==> src/rtl/core/mawc_pkg.sv <==
// Shared types and constants for the moving-average wave counter.
package mawc_pkg;

    // Configuration register indexes.
    localparam logic [1:0] REG_WAVE_THRESHOLD = 2'd0;
    localparam logic [1:0] REG_BAND_LOW       = 2'd1;
    localparam logic [1:0] REG_BAND_HIGH      = 2'd2;

    // Configuration reset values.
    localparam logic [15:0] THRESHOLD_RESET = 16'd9;
    localparam logic [14:0] BAND_LOW_RESET  = 15'd5;
    localparam logic [14:0] BAND_HIGH_RESET = 15'd10;

    // Result queue depth; it also bounds the items in flight.
    localparam int FIFO_DEPTH = 8;
    localparam int FIFO_PTR_W = $clog2(FIFO_DEPTH);
    localparam int FIFO_CNT_W = FIFO_PTR_W + 1;

    // One result item.
    typedef struct packed {
        logic signed [15:0] average;
        logic [15:0]        half_waves;
        logic [14:0]        full_waves;
        logic               rising;
        logic               motor_on;
    } result_t;

endpackage

==> src/rtl/core/moving_average_wave_counter_top.sv <==
// Top level of the moving-average wave counter: sample ring, divider and wave tracking.
//
//  Channel   Signals                                   Direction  Handshake
//  sample    sample_valid, sample_stall, sample        in         valid / stall
//  result    result_valid, result_stall, average,      out        valid / stall
//            half_waves, full_waves, rising, motor_on
//  config    cfg_valid, cfg_ready, cfg_index, cfg_data in         valid / ready
//
// One item is accepted per cycle while sample_stall is low.
// The sample ring lives in a RAM that is read and written at the same entry in the
// accept cycle; a fill flag makes unwritten entries read as zero, so no clearing pass.
// sample_stall rises when 8 items are outstanding, the size of the result queue.
// result_stall only holds the queue; the pipeline itself never stops.
module moving_average_wave_counter_top
    import mawc_pkg::*;
#(
    parameter int WINDOW = 10
) (
    input  logic               clk,
    input  logic               rst_n,
    input  logic               sample_valid,
    output logic               sample_stall,
    input  logic signed [15:0] sample,
    output logic               result_valid,
    input  logic               result_stall,
    output logic signed [15:0] average,
    output logic [15:0]        half_waves,
    output logic [14:0]        full_waves,
    output logic               rising,
    output logic               motor_on,
    input  logic               cfg_valid,
    output logic               cfg_ready,
    input  logic [1:0]         cfg_index,
    input  logic [15:0]        cfg_data
);

    localparam int IDX_W  = (WINDOW > 1) ? $clog2(WINDOW) : 1;
    localparam int SUM_W  = 16 + $clog2(WINDOW);
    localparam int DIV_K  = SUM_W + $clog2(WINDOW);
    localparam int PROD_W = SUM_W + DIV_K;
    localparam logic [DIV_K-1:0] RECIP =
        DIV_K'(((64'd1 << DIV_K) + 64'(WINDOW) - 64'd1) / 64'(WINDOW));

    // Configuration registers.
    logic [15:0] threshold_reg;
    logic [14:0] band_low_reg;
    logic [14:0] band_high_reg;

    // Input side control.
    logic                  accept;
    logic                  pop;
    logic [FIFO_CNT_W-1:0] credit_reg;
    logic [FIFO_CNT_W-1:0] credit_next;
    logic [IDX_W-1:0]      idx_reg;
    logic [IDX_W-1:0]      idx_next;
    logic                  filled_reg;
    logic                  filled_next;

    // Pipeline valids.
    logic s1_valid_reg;
    logic s2_valid_reg;
    logic s3_valid_reg;
    logic s4_valid_reg;
    logic s5_valid_reg;
    logic s6_valid_reg;

    // Pipeline payload.
    logic signed [15:0]      s1_sample_reg;
    logic                    s1_empty_reg;
    logic [15:0]             ring_rdata;
    logic signed [15:0]      old_sample;
    logic signed [SUM_W-1:0] sum_reg;
    logic signed [SUM_W-1:0] sum_next;
    logic [SUM_W-1:0]        s3_mag_reg;
    logic                    s3_neg_reg;
    logic [PROD_W-1:0]       s4_prod_reg;
    logic                    s4_neg_reg;
    logic [15:0]             quotient;
    logic signed [15:0]      s5_avg_reg;

    // Wave tracking state.
    logic               seen_first_reg;
    logic               rising_reg;
    logic               rising_next;
    logic signed [15:0] peak_reg;
    logic signed [15:0] peak_next;
    logic signed [15:0] valley_reg;
    logic signed [15:0] valley_next;
    logic signed [15:0] prev_avg_reg;
    logic [15:0]        half_count_reg;
    logic [15:0]        half_count_next;
    logic signed [16:0] swing;
    logic               turn;
    logic               big_swing;

    // Result assembly.
    result_t push_data;
    result_t pop_data;
    logic    not_empty;

    assign cfg_ready    = 1'b1;
    assign sample_stall = (credit_reg == FIFO_CNT_W'(FIFO_DEPTH));
    assign accept       = sample_valid && !sample_stall;
    assign pop          = not_empty && !result_stall;
    assign result_valid = not_empty;

    // Configuration writes; indexes beyond the list are ignored.
    always_ff @(posedge clk or negedge rst_n)
    begin
        if (!rst_n)
        begin
            threshold_reg <= THRESHOLD_RESET;
            band_low_reg  <= BAND_LOW_RESET;
            band_high_reg <= BAND_HIGH_RESET;
        end
        else if (cfg_valid)
        begin
            case (cfg_index)
                REG_WAVE_THRESHOLD: threshold_reg <= cfg_data;
                REG_BAND_LOW:       band_low_reg  <= cfg_data[14:0];
                REG_BAND_HIGH:      band_high_reg <= cfg_data[14:0];
                default:            threshold_reg <= threshold_reg;
            endcase
        end
    end

    // Outstanding item count, ring pointer and fill flag.
    always_comb
    begin
        credit_next = credit_reg;
        if (accept && !pop)
        begin
            credit_next = credit_reg + 1'b1;
        end
        else if (pop && !accept)
        begin
            credit_next = credit_reg - 1'b1;
        end
        idx_next    = idx_reg;
        filled_next = filled_reg;
        if (accept)
        begin
            if (idx_reg == IDX_W'(WINDOW - 1))
            begin
                idx_next    = '0;
                filled_next = 1'b1;
            end
            else
            begin
                idx_next = idx_reg + 1'b1;
            end
        end
    end

    // Sample ring: the old entry is read while the new sample is written.
    mawc_ram #(
        .WIDTH (16),
        .DEPTH (WINDOW)
    ) u_ring (
        .clk   (clk),
        .we    (accept),
        .waddr (idx_reg),
        .wdata (sample),
        .raddr (idx_reg),
        .rdata (ring_rdata)
    );

    // Running sum: add the new sample, drop the one leaving the window.
    assign old_sample = s1_empty_reg ? 16'sd0 : $signed(ring_rdata);
    assign sum_next   = sum_reg + SUM_W'(s1_sample_reg) - SUM_W'(old_sample);

    // Divide by WINDOW on the magnitude with a reciprocal, truncating toward zero.
    assign quotient = s4_prod_reg[DIV_K +: 16];

    // Direction tracking and half-wave counting.
    assign swing     = 17'(peak_reg) - 17'(valley_reg);
    assign big_swing = ($signed({swing[16], swing}) > $signed({2'b00, threshold_reg}));

    always_comb
    begin
        rising_next = rising_reg;
        peak_next   = peak_reg;
        valley_next = valley_reg;
        turn        = 1'b0;
        if (!seen_first_reg)
        begin
            rising_next = 1'b1;
            peak_next   = s5_avg_reg;
        end
        else if (s5_avg_reg > prev_avg_reg)
        begin
            rising_next = 1'b1;
            turn        = !rising_reg;
            peak_next   = s5_avg_reg;
        end
        else if (s5_avg_reg < prev_avg_reg)
        begin
            rising_next = 1'b0;
            turn        = rising_reg;
            valley_next = s5_avg_reg;
        end
        half_count_next = half_count_reg;
        if (turn && big_swing && (half_count_reg != 16'hFFFF))
        begin
            half_count_next = half_count_reg + 1'b1;
        end
    end

    // Control state.
    always_ff @(posedge clk or negedge rst_n)
    begin
        if (!rst_n)
        begin
            credit_reg     <= '0;
            idx_reg        <= '0;
            filled_reg     <= 1'b0;
            s1_valid_reg   <= 1'b0;
            s2_valid_reg   <= 1'b0;
            s3_valid_reg   <= 1'b0;
            s4_valid_reg   <= 1'b0;
            s5_valid_reg   <= 1'b0;
            s6_valid_reg   <= 1'b0;
            sum_reg        <= '0;
            seen_first_reg <= 1'b0;
            rising_reg     <= 1'b1;
            peak_reg       <= '0;
            valley_reg     <= '0;
            prev_avg_reg   <= '0;
            half_count_reg <= '0;
        end
        else
        begin
            credit_reg   <= credit_next;
            idx_reg      <= idx_next;
            filled_reg   <= filled_next;
            s1_valid_reg <= accept;
            s2_valid_reg <= s1_valid_reg;
            s3_valid_reg <= s2_valid_reg;
            s4_valid_reg <= s3_valid_reg;
            s5_valid_reg <= s4_valid_reg;
            s6_valid_reg <= s5_valid_reg;
            if (s1_valid_reg)
            begin
                sum_reg <= sum_next;
            end
            if (s5_valid_reg)
            begin
                seen_first_reg <= 1'b1;
                rising_reg     <= rising_next;
                peak_reg       <= peak_next;
                valley_reg     <= valley_next;
                prev_avg_reg   <= s5_avg_reg;
                half_count_reg <= half_count_next;
            end
        end
    end

    // Datapath stages.
    always_ff @(posedge clk)
    begin
        s1_sample_reg <= sample;
        s1_empty_reg  <= !filled_reg;
        s3_neg_reg    <= sum_reg[SUM_W-1];
        s3_mag_reg    <= sum_reg[SUM_W-1] ? SUM_W'(-sum_reg) : SUM_W'(sum_reg);
        s4_neg_reg    <= s3_neg_reg;
        s4_prod_reg   <= PROD_W'(s3_mag_reg) * PROD_W'(RECIP);
        s5_avg_reg    <= s4_neg_reg ? $signed(-quotient) : $signed(quotient);
    end

    // Result built from the freshly updated state.
    always_comb
    begin
        push_data.average    = prev_avg_reg;
        push_data.half_waves = half_count_reg;
        push_data.full_waves = half_count_reg[15:1];
        push_data.rising     = rising_reg;
        push_data.motor_on   = (half_count_reg[15:1] > band_low_reg) &&
                               (half_count_reg[15:1] < band_high_reg);
    end

    mawc_fifo u_fifo (
        .clk       (clk),
        .rst_n     (rst_n),
        .push      (s6_valid_reg),
        .push_data (push_data),
        .pop       (pop),
        .pop_data  (pop_data),
        .not_empty (not_empty)
    );

    assign average    = pop_data.average;
    assign half_waves = pop_data.half_waves;
    assign full_waves = pop_data.full_waves;
    assign rising     = pop_data.rising;
    assign motor_on   = pop_data.motor_on;

endmodule

==> src/rtl/core/mawc_ram.sv <==
// Generic single-port-write, registered-read RAM (read returns the old data on a collision).
module mawc_ram #(
    parameter int WIDTH = 16,
    parameter int DEPTH = 10
) (
    input  logic                                   clk,
    input  logic                                   we,
    input  logic [((DEPTH > 1) ? $clog2(DEPTH) : 1)-1:0] waddr,
    input  logic [WIDTH-1:0]                       wdata,
    input  logic [((DEPTH > 1) ? $clog2(DEPTH) : 1)-1:0] raddr,
    output logic [WIDTH-1:0]                       rdata
);

    logic [WIDTH-1:0] mem_reg [DEPTH];
    logic [WIDTH-1:0] rdata_reg;

    // Write port and registered read port.
    always_ff @(posedge clk)
    begin
        if (we)
        begin
            mem_reg[waddr] <= wdata;
        end
        rdata_reg <= mem_reg[raddr];
    end

    assign rdata = rdata_reg;

endmodule

==> src/rtl/core/mawc_fifo.sv <==
// Result queue that decouples the pipeline from the output handshake.
module mawc_fifo
    import mawc_pkg::*;
(
    input  logic    clk,
    input  logic    rst_n,
    input  logic    push,
    input  result_t push_data,
    input  logic    pop,
    output result_t pop_data,
    output logic    not_empty
);

    result_t               entry_reg [FIFO_DEPTH];
    logic [FIFO_PTR_W-1:0] wr_ptr_reg;
    logic [FIFO_PTR_W-1:0] wr_ptr_next;
    logic [FIFO_PTR_W-1:0] rd_ptr_reg;
    logic [FIFO_PTR_W-1:0] rd_ptr_next;
    logic [FIFO_CNT_W-1:0] count_reg;
    logic [FIFO_CNT_W-1:0] count_next;

    // Pointer and fill level update.
    always_comb
    begin
        wr_ptr_next = wr_ptr_reg;
        rd_ptr_next = rd_ptr_reg;
        count_next  = count_reg;
        if (push)
        begin
            wr_ptr_next = (wr_ptr_reg == FIFO_PTR_W'(FIFO_DEPTH - 1)) ? '0 : wr_ptr_reg + 1'b1;
        end
        if (pop)
        begin
            rd_ptr_next = (rd_ptr_reg == FIFO_PTR_W'(FIFO_DEPTH - 1)) ? '0 : rd_ptr_reg + 1'b1;
        end
        if (push && !pop)
        begin
            count_next = count_reg + 1'b1;
        end
        else if (pop && !push)
        begin
            count_next = count_reg - 1'b1;
        end
    end

    always_ff @(posedge clk or negedge rst_n)
    begin
        if (!rst_n)
        begin
            wr_ptr_reg <= '0;
            rd_ptr_reg <= '0;
            count_reg  <= '0;
        end
        else
        begin
            wr_ptr_reg <= wr_ptr_next;
            rd_ptr_reg <= rd_ptr_next;
            count_reg  <= count_next;
        end
    end

    // Storage needs no reset.
    always_ff @(posedge clk)
    begin
        if (push)
        begin
            entry_reg[wr_ptr_reg] <= push_data;
        end
    end

    assign pop_data  = entry_reg[rd_ptr_reg];
    assign not_empty = (count_reg != '0);

endmodule
==> config.mk <==
export PLATFORM = sky130hd
export DESIGN_NAME = moving_average_wave_counter_top
export DESIGN_NICKNAME = d
export VERILOG_FILES = /design/src/rtl/core/mawc_pkg.sv /design/src/rtl/core/moving_average_wave_counter_top.sv /design/src/rtl/core/mawc_ram.sv /design/src/rtl/core/mawc_fifo.sv
export SDC_FILE = /design/constraint.sdc
export NUM_CORES = 1
export LEC_CHECK = 0
export ABC_CLOCK_PERIOD_IN_PS = 12700
export BUFFER_PORTS_ARGS = -buffer_cell sky130_fd_sc_hd__buf_4
export CORE_MARGIN = 2
export CORE_UTILIZATION = 30
export DETAILED_ROUTE_END_ITERATION = 12
export GPL_ROUTABILITY_DRIVEN = 1
export PLACE_DENSITY_LB_ADDON = 0.05
export SETUP_SLACK_MARGIN = 0.2
export SLEW_MARGIN = 10
export SYNTH_ARGS = -nofsm -noshare
export SYNTH_HDL_FRONTEND = slang
export SYNTH_HIERARCHICAL = 1
export SYNTH_SLANG_ARGS = --single-unit
export TNS_END_PERCENT = 20
==> constraint.sdc <==
create_clock -name clk -period 12.7 [get_ports clk]
set_input_delay 1.27 -clock clk [delete_from_list [all_inputs] [get_ports clk]]
set_output_delay 1.27 -clock clk [all_outputs]
set_load 0.005 [all_outputs]
After elaboration in Yosys (flattened, before gate mapping)
Memories as Yosys holds them, arrays and structs flattened. A register that Yosys moved wholly into a read port is not among the register bits.
Index checks and enable logic that the tools add are counted.

word-level totals
  register bits after elaboration = 251
  logic and storage cells = 111
  bits in writable memories = 552
  memories kept = 2

cells by class
  add/sub/neg operators = 13
  equality and inequality tests = 9
  bitwise logic cells = 1
  muxes and demuxes = 22
  $lt $le $gt $ge = 5
  reduce and logical (&&, ||, !) cells = 28
  multipliers = 1

memories
  memory            words  width  rd ports  clocked after memory_dff  write ports  RTL line         source
  u_fifo.entry_reg  8      49     1         0                         1            mawc_fifo.sv:14  result_t entry_reg [FIFO_DEPTH];
  u_ring.mem_reg    10     16     1         1                         1            mawc_ram.sv:14   logic [WIDTH-1:0] mem_reg [DEPTH];

operator list
  kind                      count
  $mux W16                  4
  $mul A20 B20 Y39 const B  1
  $add A20 B16 Y20          1
  $mux W4                   5
  $neg A20 Y20              1
  $sub A20 B16 Y20          1
  $mux W19                  1
  $gt A17 B17 Y1            1
  $sub A16 B16 Y17          1
  $add A16 B1 Y16 const B   1
  $gt A16 B16 Y1            1
  $lt A16 B16 Y1            1
  $ne A16 B16 Y1 const B    1
  $neg A16 Y16              1
  $gt A15 B15 Y1            1
  $lt A15 B15 Y1            1
  $reduce_and A2 Y1         7
  $add A4 B1 Y4 const B     3
  $mux W1                   10
  $logic_and A1 B1 Y1       9
  $eq A4 B4 Y1 const B      2
  $sub A4 B1 Y4 const B     2
  $logic_not A1 Y1          7
  $add A3 B1 Y3 const B     2
  11 further kinds          14

Longest topological paths before layout
  depth in word-level cells = 7
  mapped depth = 23
  depth with buffers taken out = 22

Modules after synthesis
Netlist, hierarchy kept.

by module, submodules not included
  module                           area each (µm²)  instances  cells each  seq. area each (µm²)
  moving_average_wave_counter_top  18521.5          1          1823        5108.6
  mawc_fifo                        15317.2          1          630         12021.5
  mawc_ram                         6712.7           1          358         5124.9

Worst setup path after synthesis
OpenSTA, ideal clock, no wires.

  path type = flip-flop to flip-flop
  from = register s3_mag_reg[10]
  to = register s4_prod_reg[38]
  setup slack = 7071 ps
  path buffers = 0
  cell stages (with the launch flop) = 21
  required time = 12618 ps
  data arrival time = 5547 ps
  clock period less this slack = 5629 ps
  path through = dfxtp_1 ha_1 fa_1 ha_1 inv_1 fa_1 inv_1 fa_1 fa_1 inv_1 fa_1 inv_1 ha_1 a21o_1 a211oi_1 o32a_1 or3b_1 a31oi_1 nor2_1 or4b_1 o2111ai_1

on the way
  longest elaborated chain between the ends = 1

ends and longest elaborated chain
  element                 RTL line                                source
  from (decl)             moving_average_wave_counter_top.sv:74   logic [SUM_W-1:0] s3_mag_reg;
  from (signal assigned)  moving_average_wave_counter_top.sv:264  s3_mag_reg <= sum_reg[SUM_W-1] ? SUM_W'(-sum_reg) : SUM_W'(sum_reg);
  $mul A20 B20 Y39        moving_average_wave_counter_top.sv:266  s4_prod_reg <= PROD_W'(s3_mag_reg) * PROD_W'(RECIP);
  to (signal assigned)    moving_average_wave_counter_top.sv:266
  to (decl)               moving_average_wave_counter_top.sv:76   logic [PROD_W-1:0] s4_prod_reg;

Every way passes these cells.
A chain may end at the register's enable or synchronous reset.

Worst setup path after layout
  from = register s3_mag_reg[8]
  to = register s4_prod_reg[36]

The elaborated chain is that of the path after synthesis.

==> results.cfg <==
[status]
status = finished, final reports clean

[timing]
report.final.slew_viol_count = 0
fin_skew_ns = 0.0599
fin_setup_tns_ns = 0
finalHoldViolations = 0
fin_hold_ws_ns = 0.340
slew_headroom_pct = 22.9
fmax_ghz = 0.154
period_minus_slack_ns = 6.49
setup_violations = 0
fin_crit_sh_pct = 51.1
rsz0062_at_grt = false
tightest_slew_ns = 1.16

[logic_synthesis]
synth_nets = 3309
avgSynthCellArea_um2 = 14.4
ys_top_cells_by_area = edfxtp_1 (41%), ha_1 (9.5%), dfrtp_1 (9.3%)
syn_inst = 2811
synth_top_area_share_pct = 40.9
syn_area_mm2 = 0.0406
yosysTopAreaCell = edfxtp_1
postSynth.asyncResetShare_pct = 19.7
yosysUniqueCellTypes = 83
yosysSeqAreaShare_pct = 54.9
ys_ff_latch = 796
synth-edff-count = 552
synth-main-ff-cell = edfxtp_1
yosysWarnings = 6

[global_routing]
grt_start_max_net_pins = 98
grt_pass1_wl_um = 158000
antenna_found_initial = 8
grt.total_usage_pct = 15.3
grt_overflow = 0
first_global_vias = 24700

[placed_design]
portBuffers = 89
placed_cell_area_mm2 = 0.0433
placedCellCount = 4625
place.gp.congestion = 0.829
hpwl_um = 70300

[layout]
layout-drive-gt1-share_pct = 19.3
synthToLayoutAreaGrowth_pct = 14.8
largest_reg_flops = 392
nNetsFinal = 3451
regArea_mm2 = 0.0223
final_area_mm2 = 0.0465
fillers = 13000
multi_input_area_mm2 = 0.0166
final-instance-count-excl-fill = 4803

[clocking]
postCtsHoldBufs = 0
numCtsBuffers = 94
postCtsResizedCells = 0
insertion_delay_ns = 0.70
clock-sinks = 796
cts_tree = built
clock-root-buffer = clkbuf_16
cts.clk_slew.worst_paths_ns = 0.06
cts_max_level = 3
clockBufferDepth = 3
post-cts-setup-buffers = 0

[floorplanning]
pin_count = 91
die_area_mm2 = 0.138
die_w_um = 372
start_util_pct = 30.3
fp.coreArea_mm2 = 0.134
die_h_um = 372
rows = 134

[detailed_routing]
dr_total_vias = 22500
wirelength_um = 103000
firstDrtPassIters = 5
postRouteAntennaNets = 0
drtIter0Drc = 1222
vias_per_cell = 4.69
wl_per_cell_um = 21.5
drc = 0

[run]
max_cap_violations = 0

[critical_path]
path_buf_inv = 4
critPathRequiredTime_ns = 13.34
cp_max_fo = 8
slowest_stage = a2111oi_0
max_stage_delay_ns = 0.58
cp.arrival_ns = 7.13
endpoint_kind = register
crit_chain = ha_1 -> xor2_1 -> ha_1 -> a21o_1 -> ha_1 -> inv_1 -> fa_1 -> fa_1 -> inv_1 -> fa_1 -> inv_1 -> fa_1 -> inv_1 -> ha_1 -> o211ai_1 -> a21oi_1 -> a2111oi_0 -> o211ai_1 -> a31oi_1 -> nor2_1 -> a2111oi_0 -> a311o_1
cp_top_family = adder cells
cp-start-kind = register
path_class = register to register

[hold_path]
hp-class = register to register
==> metal layers <==
| metal | routed length (um) | vias up | track usage [%] |
|---|---|---|---|
| met4 | 2520 | 10 | 4.16 |
| met1 | 48400 | 11600 | 20.8 |
| li1 | - | 10500 | - |
| met2 | 48900 | 293 | 25.2 |
| met3 | 3490 | 147 | 2.70 |
| met5 | 68 | - | 0 |
==> cells in the final DEF, fill, tap and decap left out, drive strengths merged, types with 87 or more instances in the layout <==
cell	n
mux2	167
inv	362
edfxtp	552
clkbuf	131
dfrtp	150
mux4	98
nand2	117
dfxtp	87
fa	151
o21ai	93
buf	119
ha	308
==> final cells by class <==
type / instances / share of cell area [%]
diodes: 1 / 0.00538
clock buffers: 130 / 5.67
inverters: 356 / 2.87
well taps: 1768 / 4.75
repair buffers: 120 / 1.95
flip-flops and latches: 796 / 47.9
clock inverters: 47 / 1.17
multi-input cells: 1585 / 35.7
==> final timing paths <==
path                                                 to  slack (ns)                  start  cells past startpoint
max                             s4_prod_reg[36]$_DFF_P_        6.21  s3_mag_reg[8]$_DFF_P_                     22
min                                  s4_neg_reg$_DFF_P_        0.34     s3_neg_reg$_DFF_P_                      0
max reg2reg                     s4_prod_reg[36]$_DFF_P_        6.21  s3_mag_reg[8]$_DFF_P_                     22
min reg2reg                          s4_neg_reg$_DFF_P_        0.34     s3_neg_reg$_DFF_P_                      0
max in group asynchronous  band_high_reg[5]$_DFFE_PN0P_       10.54                  rst_n                      2
min in group asynchronous       sum_reg[15]$_DFFE_PN0P_        0.70                  rst_n                      1
==> metrics by stage <==
stage	util, %	setup WS, ns
CTS	34.8	6.15
detailed placement	32.4	6.19
global placement	32.4	6.23
finish	34.8	6.21
floorplan	-	7.07
global route	34.8	5.80
==> logic make-up (layout without fill, tap and decap cells) <==
family	after synthesis	after routing	synth area share [%]
buffers and inverters	430	653	4.32
adder cells (fa/ha/maj)	459	459	17.0
XOR/XNOR	119	119	2.57
AO/OA/AOI/OAI	342	342	5.75
flip-flops	796	796	54.9
multiplexers	306	306	11.1
AND/OR/NAND/NOR	358	358	4.42
other	1	2	0.00925
==> Yosys cell counts (all sizes together) (37+ instances only) <==
master and count:
mux4 98, mux2i 41, mux2 167, a21oi 73
ha 308, dfxtp 87, buf 37, inv 356
clkbuf 37, xor2 53, nand2 117, xnor2 66
o21ai 93, dfrtp 150, edfxtp 552, a21o 40
fa 151, nor2 58
Power is not shown: default switching activity piles up to over one toggle a cycle in this logic, so the estimate is an artifact.
